===== config.mk =====
export PLATFORM = sky130hd
export DESIGN_NAME = swtv_ctrl
export DESIGN_NICKNAME = d
export VERILOG_FILES = /design/src/rtl/swtv_pkg.sv /design/src/rtl/swtv_ctrl.sv
export SDC_FILE = /design/constraint.sdc
export NUM_CORES = 1
export LEC_CHECK = 0
export BUFFER_PORTS_ARGS = -buffer_cell sky130_fd_sc_hd__buf_2
export CAP_MARGIN = 20
export CELL_PAD_IN_SITES_DETAIL_PLACEMENT = 2
export CELL_PAD_IN_SITES_GLOBAL_PLACEMENT = 2
export CORE_MARGIN = 2
export CORE_UTILIZATION = 15
export DETAILED_ROUTE_END_ITERATION = 7
export HOLD_SLACK_MARGIN = 0.03
export PLACE_DENSITY = 0.75
export SKIP_CTS_REPAIR_TIMING = 1
export SYNTH_ARGS = -nofsm -noshare
export SYNTH_HDL_FRONTEND = slang
export SYNTH_SLANG_ARGS = --single-unit

===== constraint.sdc =====
create_clock -name clk -period 1.8 [get_ports clk]
set_clock_uncertainty 0.2 [all_clocks]
set_input_delay 0.09 -clock clk [delete_from_list [all_inputs] [get_ports clk]]
set_output_delay 0.09 -clock clk [all_outputs]
set_load 0.1 [all_outputs]

===== src/rtl/swtv_pkg.sv =====
`default_nettype none
// ----------------------------------------------------------------------------
// swtv_pkg
// Shared constants and controller/datapath types for the tile visibility block.
// ----------------------------------------------------------------------------
package swtv_pkg;

	localparam int COORD_W  = 10;   // tile coordinate width
	localparam int SPAN_W   = 11;   // coordinate plus one, for window ends
	localparam int GRID_W   = 11;   // grid size register width
	localparam int RADIUS_W = 2;    // sight radius register width

	localparam logic [GRID_W-1:0]   GRID_MAX  = GRID_W'(1024);
	localparam logic [RADIUS_W-1:0] MAX_SIGHT = RADIUS_W'(2);

	localparam logic [GRID_W-1:0]   GRID_WIDTH_RST   = GRID_W'(1024);
	localparam logic [GRID_W-1:0]   GRID_HEIGHT_RST  = GRID_W'(1024);
	localparam logic [RADIUS_W-1:0] SIGHT_RADIUS_RST = RADIUS_W'(1);

	// configuration register byte addresses
	localparam int PADDR_W = 4;
	localparam logic [PADDR_W-1:0] ADDR_GRID_WIDTH   = 4'h0;
	localparam logic [PADDR_W-1:0] ADDR_GRID_HEIGHT  = 4'h4;
	localparam logic [PADDR_W-1:0] ADDR_SIGHT_RADIUS = 4'h8;

	localparam logic ACT_PLACE = 1'b0;
	localparam logic ACT_MOVE  = 1'b1;

	typedef struct packed {
		logic load;       // latch accepted item
		logic start_old;  // begin scan of old window
		logic start_new;  // begin scan of new window
		logic step;       // consume current candidate
		logic flush;      // push pending result flagged last
		logic commit;     // store new center
	} swtv_cmd_t;

	typedef struct packed {
		logic is_move;
		logic same_center;
		logic phase_old;
		logic hit;         // current candidate produces a result
		logic at_end;      // current candidate is the last of its window
		logic pend_valid;
		logic out_free;
	} swtv_sts_t;

endpackage
`default_nettype wire


===== src/rtl/swtv_ctrl.sv =====
`default_nettype none
// ----------------------------------------------------------------------------
// swtv_ctrl
// Sequencer: starts window scans, paces them against the output, flushes last.
// ----------------------------------------------------------------------------
module swtv_ctrl import swtv_pkg::*; (
	input  wire logic      clk,
	input  wire logic      arst_n,
	input  wire logic      item_fire,
	input  wire swtv_sts_t sts,
	output logic           idle,
	output swtv_cmd_t      cmd
);

	localparam logic [1:0] ST_IDLE  = 2'd0;
	localparam logic [1:0] ST_START = 2'd1;
	localparam logic [1:0] ST_SCAN  = 2'd2;
	localparam logic [1:0] ST_FLUSH = 2'd3;

	logic [1:0] state_q;
	logic [1:0] state_d;
	logic       can_step;

	// a hit displaces the pending result, which needs a free output slot
	assign can_step = !(sts.hit && sts.pend_valid && !sts.out_free);
	assign idle     = (state_q == ST_IDLE);

	always_comb begin
		state_d = state_q;
		cmd     = '0;
		unique case (state_q)
			ST_IDLE: begin
				if (item_fire) begin
					cmd.load = 1'b1;
					state_d  = ST_START;
				end
			end
			ST_START: begin
				if (!sts.is_move) begin
					cmd.start_new = 1'b1;
					state_d       = ST_SCAN;
				end else if (sts.same_center) begin
					state_d = ST_IDLE;
				end else begin
					cmd.start_old = 1'b1;
					state_d       = ST_SCAN;
				end
			end
			ST_SCAN: begin
				if (can_step) begin
					cmd.step = 1'b1;
					if (sts.at_end) begin
						if (sts.phase_old) begin
							cmd.start_new = 1'b1;
						end else begin
							state_d = ST_FLUSH;
						end
					end
				end
			end
			ST_FLUSH: begin
				if (!sts.pend_valid) begin
					cmd.commit = 1'b1;
					state_d    = ST_IDLE;
				end else if (sts.out_free) begin
					cmd.flush  = 1'b1;
					cmd.commit = 1'b1;
					state_d    = ST_IDLE;
				end
			end
			default: state_d = ST_IDLE;
		endcase
	end

	always_ff @(posedge clk or negedge arst_n) begin
		if (!arst_n) begin
			state_q <= ST_IDLE;
		end else begin
			state_q <= state_d;
		end
	end

endmodule
`default_nettype wire


==> results.toml <==
[detailed_routing]
drt_wl_total_um = 867
drtIter0Drc = 7
vias = 318
via_per_inst = 4.48
drcViolationCount = 0
dr.pass1.iters = 4
highest_layer = "met3"
route.met2.wl_um = 507
antenna_left = 0
dr_wl_met3_um = 46
wl_per_cell_um = 12.2
met1_length_um = 313

[critical_path]
crit_path_start_kind = "flip-flop"
required_ns = 1.51
crit_start = "state_q[0]"
crit_fanout = 3
crit_type = "flip-flop to output pin"
worstSetupEndpointType = "output pin"
r2r-start = "state_q[0]"
arrival_ns = 1.57

[timing]
relSlewSlack = 0.680
final.setup.tns_ns = -0.0721
period_minus_slack_ns = 1.86
hold_viol = 0
fmax_mhz = 538
fin_crit_sh = 1.03
worst_pin_slew_ns = 0.483
setup_viol = 2
slew_viol_final = 0
setup_ws_ns = -0.0600
rsz0062_at_grt = "true"

[logic_synthesis]
synth.distinct_cells = 17
synthCells = 28
synth_sequential_area_ratio = 0.219
synth.top_cell.area_share = 0.219
avgSynthCellArea_um2 = 8.18
synth.area.top_cells = "dfrtp_1 22%, ha_1 22%, inv_1 6.6%"
yosysWarnings = 0
synthFlopType = "dfrtp_1"
ys_async_sr_fraction = 1.00
ys_ff_latch = 2
synth_area_leader_cell = "dfrtp_1"
netlist_area_um2 = 229
netlist_top_cells_count = "4 x ha_1, 4 x inv_1, 3 x nor2_1"
syn_nets = 42
synth_edf_count = 0

[grt]
gr-usage-all-layers = 0.109
antenna_found_initial = 0
grt_pass1_wl_um = 1480
grt.overflow.total = 0
grt_pass1_vias = 361
grt_max_degree = 5

[die]
fp.dieH_um = 43.1
die_x_um = 43.1
io-pin-count = 17
dieArea_um2 = 1860
core-area_um2 = 1470
start_util = 0.156
row_count = 14

[placement]
place_congestion = 0.665
io_buffers = 16
dp_cells = 64
placed_area_um2 = 507
hpwl_um = 699

[outcome]
violations = "setup timing"
outcome = "finished with violations"

[power]
ir_worst_vdd_v = 0.000559
powerDensity_nw_per_um2 = 1860
p_leak_nw = 0.282

[final_layout]
layout.cells.non_filler = 71
layout.nets = 71
final_util = 0.396
final_cell_area_um2 = 583
n_antenna_cell = 0
area_delta_synth_final_pct = 155
drive_above_1_share = 0.691

[cts]
clk_latency_ns = 0.22
clk_pin_slew_ns = 0.03
cts_tree = "done"
numCtsBuffers = 3
cts.htree.levels = 1
clock_path_buffers = 2
cts_root_buf = "clkbuf_4"
cts.sinks = 2

[hold_path]
min-delay-start = "sts[6]"
hp-class = "input port to flip-flop"

[flow_run]
drv_cap = 0
## worst paths after layout
path	endpoint	slack, ns	depth (start not counted)
min in group asynchronous	asynchronous set/reset pin	0.52	3
setup reg to reg	flip-flop	-0.01	6
setup / recovery	cmd[3]	-0.06	7
hold reg to reg	state_q[0]	0.48	3
max in group asynchronous	state_q[0]	0.75	3
hold / removal	flip-flop	0.04	3
## power by group
| group | internal [mW] | switching, mW |
|---|---|---|
| logic | 0.356 | 0.543 |
| registers | 0.0660 | 0.0218 |
| clock network | 0.0735 | 0.0249 |
| total | 0.496 | 0.590 |
## worst max-delay path, cell delays in order (launching register included)
cell and delay (ns):
dfrtp_1 0.39, inv_2 0.09, ha_4 0.13, buf_6 0.10, a21boi_4 0.18, a32oi_2 0.14
nor2b_4 0.14, buf_12 0.18
## per-stage QoR
stage	total power, mW	worst slack [ns]	hold slack, ns
after detailed placement	0.923	-0.0304	-0.321
final	1.09	-0.0600	0.0438
after floorplan	0.667	-0.537	-0.406
after CTS	1.03	-0.179	-0.560
after global placement	0.901	0.0197	-0.321
after global routing	1.16	-0.144	0.0755
## cells by family after synthesis
kind of cell,Yosys count,synth area share
AOI/OAI and AO/OA,7,0.246
and+or+nand+nor,11,0.251
DFF,2,0.219
adders and majority gates,4,0.219
buffers and inverters,4,0.0656
## layer usage
layer  GRT usage  up-vias
met5           0        -
met4      0.0727        0
met3      0.0170        0
met2       0.203       11
met1       0.110      154
li1            -      153
## cells in the final DEF (no fill, tap or decap), types with 2 or more instances in the layout
cell	synthesis	layout
nor2_2	0	2
buf_12	0	6
ha_4	0	2
nand2_1	2	2
buf_2	0	10
buf_4	0	5
inv_1	4	3
ha_2	0	2
dfrtp_1	2	2
clkbuf_4	0	3
dlygate4sd3_1	0	2
## area by class of cell
class / instances / area (um2)
repair buffers: 24 / 239
well taps: 16 / 20.0
multi-input cells: 22 / 236
fillers: 166 / 888
inverters: 4 / 15.0
clock buffers: 3 / 22.5
flip-flops and latches: 2 / 50.0
Note: power is estimated with default switching activity, not from simulation.
