**config.mk**
```make
export PLATFORM = sky130hd
export DESIGN_NAME = swtv_dp
export DESIGN_NICKNAME = d
export VERILOG_FILES = /design/src/rtl/swtv_pkg.sv /design/src/rtl/swtv_dp.sv
export SDC_FILE = /design/constraint.sdc
export NUM_CORES = 1
export LEC_CHECK = 0
export ABC_AREA = 1
export BUFFER_PORTS_ARGS = -buffer_cell sky130_fd_sc_hd__buf_2
export CORE_UTILIZATION = 41
export CTS_BUF_LIST = sky130_fd_sc_hd__clkbuf_16
export DETAILED_ROUTE_END_ITERATION = 6
export GPL_ROUTABILITY_DRIVEN = 0
export SLEW_MARGIN = 25
export SYNTH_ARGS = -nofsm -noshare
export SYNTH_HDL_FRONTEND = slang
export SYNTH_SLANG_ARGS = --single-unit
export TNS_END_PERCENT = 20
```
**constraint.sdc**
```tcl
create_clock -name clk -period 5.75 [get_ports clk]
set_input_delay 0.2875 -clock clk [delete_from_list [all_inputs] [get_ports clk]]
set_output_delay 0.2875 -clock clk [all_outputs]
set_load 0.01 [all_outputs]
```
**src/rtl/swtv_pkg.sv**
```systemverilog
`default_nettype none
// ----------------------------------------------------------------------------
// swtv_pkg
// Shared constants and controller/datapath types for the tile visibility block.
// ----------------------------------------------------------------------------
package swtv_pkg;

	localparam int COORD_W  = 10;   // tile coordinate width
	localparam int SPAN_W   = 11;   // coordinate plus one, for window ends
	localparam int GRID_W   = 11;   // grid size register width
	localparam int RADIUS_W = 2;    // sight radius register width

	localparam logic [GRID_W-1:0]   GRID_MAX  = GRID_W'(1024);
	localparam logic [RADIUS_W-1:0] MAX_SIGHT = RADIUS_W'(2);

	localparam logic [GRID_W-1:0]   GRID_WIDTH_RST   = GRID_W'(1024);
	localparam logic [GRID_W-1:0]   GRID_HEIGHT_RST  = GRID_W'(1024);
	localparam logic [RADIUS_W-1:0] SIGHT_RADIUS_RST = RADIUS_W'(1);

	// configuration register byte addresses
	localparam int PADDR_W = 4;
	localparam logic [PADDR_W-1:0] ADDR_GRID_WIDTH   = 4'h0;
	localparam logic [PADDR_W-1:0] ADDR_GRID_HEIGHT  = 4'h4;
	localparam logic [PADDR_W-1:0] ADDR_SIGHT_RADIUS = 4'h8;

	localparam logic ACT_PLACE = 1'b0;
	localparam logic ACT_MOVE  = 1'b1;

	typedef struct packed {
		logic load;       // latch accepted item
		logic start_old;  // begin scan of old window
		logic start_new;  // begin scan of new window
		logic step;       // consume current candidate
		logic flush;      // push pending result flagged last
		logic commit;     // store new center
	} swtv_cmd_t;

	typedef struct packed {
		logic is_move;
		logic same_center;
		logic phase_old;
		logic hit;         // current candidate produces a result
		logic at_end;      // current candidate is the last of its window
		logic pend_valid;
		logic out_free;
	} swtv_sts_t;

endpackage
`default_nettype wire

```
**src/rtl/swtv_dp.sv**
```systemverilog
`default_nettype none
// ----------------------------------------------------------------------------
// swtv_dp
// Window bounds, scan counters, overlap filter, pending and output registers.
// ----------------------------------------------------------------------------
module swtv_dp import swtv_pkg::*; (
	input  wire logic                clk,
	input  wire logic                arst_n,
	input  wire swtv_cmd_t           cmd,
	output swtv_sts_t                sts,
	input  wire logic                item_action,
	input  wire logic [COORD_W-1:0]  item_x,
	input  wire logic [COORD_W-1:0]  item_y,
	input  wire logic [GRID_W-1:0]   cfg_width,
	input  wire logic [GRID_W-1:0]   cfg_height,
	input  wire logic [RADIUS_W-1:0] cfg_radius,
	output logic                     res_valid,
	input  wire logic                res_ready,
	output logic [COORD_W-1:0]       res_x,
	output logic [COORD_W-1:0]       res_y,
	output logic                     res_visible,
	output logic                     res_last
);

	typedef struct packed {
		logic [SPAN_W-1:0] b;  // first tile
		logic [SPAN_W-1:0] e;  // one past last tile
	} span_t;

	function automatic span_t span_of(input logic [COORD_W-1:0] c,
	                                  input logic [RADIUS_W-1:0] r,
	                                  input logic [GRID_W-1:0] lim);
		span_t             s;
		logic [SPAN_W-1:0] cw;
		logic [SPAN_W-1:0] hi;
		cw  = SPAN_W'(c);
		hi  = cw + SPAN_W'(r) + SPAN_W'(1);
		s.b = (cw > SPAN_W'(r)) ? cw - SPAN_W'(r) : '0;
		s.e = (hi < SPAN_W'(lim)) ? hi : SPAN_W'(lim);
		return s;
	endfunction

	function automatic logic near(input logic [SPAN_W-1:0] a,
	                              input logic [COORD_W-1:0] c,
	                              input logic [RADIUS_W-1:0] r);
		logic [SPAN_W-1:0] cw;
		logic [SPAN_W-1:0] d;
		cw = SPAN_W'(c);
		d  = (a > cw) ? a - cw : cw - a;
		return d <= SPAN_W'(r);
	endfunction

	logic [GRID_W-1:0]   w_sat;
	logic [GRID_W-1:0]   h_sat;
	logic [RADIUS_W-1:0] r_sat;

	logic               act_q;
	logic [COORD_W-1:0] nx_q, ny_q;    // new center
	logic [COORD_W-1:0] px_q, py_q;    // stored center
	logic               phase_old_q;
	logic [SPAN_W-1:0]  x_q, y_q;
	logic               pend_valid_q;
	logic [COORD_W-1:0] pend_x_q, pend_y_q;
	logic               pend_vis_q;
	logic               out_valid_q;
	logic [COORD_W-1:0] out_x_q, out_y_q;
	logic               out_vis_q, out_last_q;

	span_t old_sx, old_sy, new_sx, new_sy, cur_sx, cur_sy;
	logic  [COORD_W-1:0] fx, fy;
	logic  nonempty, in_rng, hit, at_end, out_free, push, x_wrap;

	assign w_sat = (cfg_width  > GRID_MAX)  ? GRID_MAX  : cfg_width;
	assign h_sat = (cfg_height > GRID_MAX)  ? GRID_MAX  : cfg_height;
	assign r_sat = (cfg_radius > MAX_SIGHT) ? MAX_SIGHT : cfg_radius;

	assign old_sx = span_of(px_q, r_sat, w_sat);
	assign old_sy = span_of(py_q, r_sat, h_sat);
	assign new_sx = span_of(nx_q, r_sat, w_sat);
	assign new_sy = span_of(ny_q, r_sat, h_sat);
	assign cur_sx = phase_old_q ? old_sx : new_sx;
	assign cur_sy = phase_old_q ? old_sy : new_sy;

	// old tiles are checked against the new center and the other way round
	assign fx = phase_old_q ? nx_q : px_q;
	assign fy = phase_old_q ? ny_q : py_q;

	assign nonempty = (cur_sx.b < cur_sx.e) && (cur_sy.b < cur_sy.e);
	assign in_rng   = near(x_q, fx, r_sat) && near(y_q, fy, r_sat);
	assign hit      = nonempty && !((act_q == ACT_MOVE) && in_rng);
	assign x_wrap   = (x_q == cur_sx.e - SPAN_W'(1));
	assign at_end   = !nonempty || (x_wrap && (y_q == cur_sy.e - SPAN_W'(1)));
	assign out_free = !out_valid_q || res_ready;
	assign push     = (cmd.step && hit && pend_valid_q) || cmd.flush;

	always_comb begin
		sts.is_move     = (act_q == ACT_MOVE);
		sts.same_center = (nx_q == px_q) && (ny_q == py_q);
		sts.phase_old   = phase_old_q;
		sts.hit         = hit;
		sts.at_end      = at_end;
		sts.pend_valid  = pend_valid_q;
		sts.out_free    = out_free;
	end

	always_ff @(posedge clk or negedge arst_n) begin
		if (!arst_n) begin
			px_q         <= '0;
			py_q         <= '0;
			pend_valid_q <= 1'b0;
			out_valid_q  <= 1'b0;
		end else begin
			if (cmd.commit) begin
				px_q <= nx_q;
				py_q <= ny_q;
			end
			if (cmd.flush) begin
				pend_valid_q <= 1'b0;
			end else if (cmd.step && hit) begin
				pend_valid_q <= 1'b1;
			end
			if (push) begin
				out_valid_q <= 1'b1;
			end else if (res_ready) begin
				out_valid_q <= 1'b0;
			end
		end
	end

	always_ff @(posedge clk) begin
		if (cmd.load) begin
			act_q <= item_action;
			nx_q  <= item_x;
			ny_q  <= item_y;
		end
		if (cmd.start_old) begin
			phase_old_q <= 1'b1;
			x_q         <= old_sx.b;
			y_q         <= old_sy.b;
		end else if (cmd.start_new) begin
			phase_old_q <= 1'b0;
			x_q         <= new_sx.b;
			y_q         <= new_sy.b;
		end else if (cmd.step) begin
			if (x_wrap) begin
				x_q <= cur_sx.b;
				y_q <= y_q + SPAN_W'(1);
			end else begin
				x_q <= x_q + SPAN_W'(1);
			end
		end
		if (cmd.step && hit) begin
			pend_x_q   <= x_q[COORD_W-1:0];
			pend_y_q   <= y_q[COORD_W-1:0];
			pend_vis_q <= !phase_old_q;
		end
		if (push) begin
			out_x_q    <= pend_x_q;
			out_y_q    <= pend_y_q;
			out_vis_q  <= pend_vis_q;
			out_last_q <= cmd.flush;
		end
	end

	assign res_valid   = out_valid_q;
	assign res_x       = out_x_q;
	assign res_y       = out_y_q;
	assign res_visible = out_vis_q;
	assign res_last    = out_last_q;

	a_flush_needs_pend: assert property (@(posedge clk) disable iff (!arst_n)
		cmd.flush |-> pend_valid_q)
		else $error("flush without pending result");

	a_push_needs_room: assert property (@(posedge clk) disable iff (!arst_n)
		push |-> out_free)
		else $error("result pushed into occupied output register");

	a_out_in_grid: assert property (@(posedge clk) disable iff (!arst_n)
		$rose(out_valid_q) |-> (SPAN_W'(out_x_q) < SPAN_W'(w_sat))
			&& (SPAN_W'(out_y_q) < SPAN_W'(h_sat)))
		else $error("result tile outside grid");

endmodule
`default_nettype wire
```
==> flow_summary.toml <==
[drt]
drtIter0Drc = 1181
wl_um = 38200
drcViolationCount = 0
vias = 12400
post_drt_wl_per_cell_um = 16.3
dr.pass1.iters = 5
vias_per_cell = 5.32
ant_nets = 0

[timing]
fin_skew_ns = 0.0202
setup-violations-final = 0
post-route-min-period_ns = 5.43
finalHoldViolations = 0
min_period_over_period = 0.944
fmax_mhz = 184
slew_violations = 0
rsz0062_at_grt = "no"
worst_slew_pin_slew_ns = 0.903
relSlewSlack = 0.392
setup_ws_ns = 0.320

[logic_synthesis]
synth_top_area_frac = 0.205
synth.distinct_cells = 54
ys_seq_area_frac = 0.250
synth_top_family_by_area = "simple AND/OR/NAND/NOR gates"
ys.flop_type = "edfxtp_1"
avgSynthCellArea_um2 = 6.71
synthArstFlopShare = 0.202
syn_nets = 2064
synthMuxAreaShare = 0
synth_edf_count = 86
synth.most_common_cell = "nand2_1"
synth-seq-cells = 109
syn_inst = 1877
synth_top_cells_by_area = "edfxtp_1 (20%), nand2_1 (16%), ha_1 (12%), inv_1 (7.4%), nand3_1 (6.5%)"
ys_top_cells_by_count = "nand2_1 (527), inv_1 (249), nand3_1 (164), nor2_1 (151), ha_1 (121)"
yosys.area.top_type = "edfxtp_1"
synth_compound_area_frac = 0.123
synth-warning-count = 0
synth-simple-area-share = 0.341
synth_xor_area_frac = 0.0410
synth_area_um2 = 12600
synth_fa_ha_area_frac = 0.139

[worst_hold_path]
holdCritPathClass = "in -> reg"

[setup_path]
cp.required_ns = 5.46
worst_setup_path_end_kind = "output pin"
setup.worst_path.start_class = "register"
crit_top_cell = "nand2_1"
slowest_delay_ns = 0.73
worstPathCellList = "buf_6 -> o21ai_0 -> inv_1 -> ha_1 -> a31oi_1 -> o311ai_0 -> nand2_1 -> buf_4 -> nand2_1 -> nand2_1 -> ha_1 -> a21oi_1 -> a21oi_1 -> nor3b_1 -> nand2_1 -> a211oi_1 -> nand3_1 -> nor3_1 -> nand4_1 -> and2_1 -> buf_2"
crit_fanout = 19
worstSetupPathType = "reg -> out"
slowest_stage = "o21ai_0"
cp.arrival_ns = 5.14

[power_and_ir_drop]
powerDensity_nw_per_um2 = 264
netSwitchingFraction = 0.453
power.share.sequential = 0.304
peakVddDrop_mv = 0.148
p_leak_nw = 6.85
p_clk_frac = 0.190
p_sw_mw = 1.67
fin_total_pwr_mw = 3.68
power_frac_comb = 0.506
cellInternalPower_mw = 2.01

[floorplan]
die_area_um2 = 31400
rows = 63
core_region_area_um2 = 30000
die_h_um = 177
die_w_um = 177
initial_utilization = 0.421
pin_count = 84

[global_route]
grt_overflow = 0
grt_max_degree = 50
track_usage = 0.246
grt_use_met3 = 0.0403
use_met2 = 0.370
grtUsageMet1 = 0.367
gr-max-usage-layer = "met2"
grt_antenna_before_repair = 2
grt_pass1_wl_um = 60200
grt_pass1_vias = 11300

[placement]
placed_area_um2 = 13400
numPortBuffers = 83
hpwl_um = 30800
post-place-ws_ns = 0.0761
placed_cells = 2312

[clock_tree]
clkTransAtPathRegs_ns = 0.08
cts-root-buf = "clkbuf_16"
htree_levels = 3
tritoncts = "built"
numCtsBuffers = 9
cts.sinks = 109
clock_path_buffers = 2
clk_latency_ns = 0.37

[finish]
syn2layout_area_growth_pct = 10.4
fill_cells = 3105
nets = 2131
fin_cells = 2339
drive_gt1_frac = 0.118
diodes = 0
final_area_um2 = 13900

[flow_run]
cap_violations = 0

[run_status]
status = "finished clean"
[placed cells by master (no fill, tap or decap), types with 3 or more instances in the layout]
master	count
a211oi_1	5
a21o_1	5
a21oi_1	75
a21oi_2	3
a221oi_1	9
a31oi_1	5
buf_2	83
buf_4	32
clkbuf_16	9
dfrtp_1	21
edfxtp_1	86
fa_1	10
ha_1	120
inv_1	247
inv_2	13
nand2_1	522
nand2_2	24
nand2_4	7
nand3_1	164
nand3_2	8
nand3b_1	5
nand4_1	41
nor2_1	144
nor2_2	12
nor2_4	6
nor3_1	20
nor3_2	3
nor4_1	8
o211ai_1	17
o21ai_0	108
o21ai_1	15
o21ai_2	3
o21bai_1	10
o311ai_0	3
or2_2	7
xnor2_1	7
xor2_1	52
[metal layers]
metal | vias to the layer above | routed length [um] | share of wire
li1 | 6315 | - | -
met1 | 5637 | 18700 | 0.49
met2 | 436 | 16000 | 0.42
met3 | 41 | 2910 | 0.076
met4 | 4 | 537 | 0.014
met5 | - | 27 | 0.00071
[power by group through the flow]
stage / Sequential (mW) / Clock, mW / Combinational, mW
3_3_place_gp: 1.14 / 0 / 1.75
6_report: 1.12 / 0.698 / 1.86
5_1_grt: 1.14 / 0.739 / 2.10
3_5_place_dp: 1.14 / 0 / 1.78
2_1_floorplan: 1.09 / 0 / 1.32
4_1_cts: 1.12 / 0.719 / 1.79
[flip-flops by register name (all words and copies together), names as in the netlist]
name and cells:
res_last 1, pend_x_q 10, act_q 1, ny_q 10, res_visible 1, phase_old_q 1, y_q 11, res_x 10
x_q 11, pend_valid_q 1, res_y 10, pend_y_q 10, res_valid 1, px_q 10, nx_q 10, pend_vis_q 1
py_q 10
[stage by stage]
stage / hold WS (ns) / setup TNS (ns) / util
after global placement: 0.338 / 0 / 0.447
after CTS: 0.0799 / 0 / 0.458
after global routing: 0.0801 / 0 / 0.464
final: 0.0901 / 0 / 0.464
after detailed placement: 0.332 / 0 / 0.447
after floorplan: -0.00809 / -1.71 / -
[area by class of cell]
class / instances / area (um^2) / area share
multi-input cells: 1444 / 8240 / 0.592
flip-flops and latches: 109 / 3160 / 0.227
inverters: 261 / 980 / 0.0704
repair buffers: 119 / 717 / 0.0515
well taps: 390 / 488 / 0.0351
clock buffers: 9 / 225 / 0.0162
clock inverters: 7 / 103 / 0.00737
[worst max-delay path, delay by kind of cell, from the launching register on]
kind / cells / cell delay [ns]
AOI/OAI and AO/OA: 6 / 1.66
DFF: 1 / 0.43
buffers and inverters: 4 / 0.72
and+or+nand+nor: 9 / 1.28
adders and majority gates: 2 / 0.67
[what timing repair did]
action / CTS / global route
gates cloned: 0 / 1
setup endpoints to repair: 1 / 69
hold buffers: 1 / 0
hold endpoints to repair: 22 / 0
resized for setup: 1 / 37
pin swaps: 0 / 11
buffers inserted: 0 / 9
[final timing paths]
check                      slack [ns]  cells after the start         from         to
setup / recovery                 0.32                     21  phase_old_q     sts[3]
hold / removal                   0.09                      1    item_y[6]    ny_q[6]
setup reg to reg                 0.51                     35      px_q[0]   res_y[2]
hold reg to reg                  0.43                      0  pend_y_q[2]   res_y[2]
max in group asynchronous        4.82                      2       arst_n    px_q[1]
min in group asynchronous        0.46                      2       arst_n  res_valid
[cell families (layout without fill, tap and decap cells)]
family / after synthesis / count (layout)
flip-flops: 109 / 109
adder cells (fa/ha/maj): 133 / 133
AND/OR/NAND/NOR: 979 / 980
AO/OA/AOI/OAI: 272 / 272
XOR/XNOR: 59 / 59
buffers and inverters: 325 / 396
Note: power is estimated with default switching activity, not from simulation.
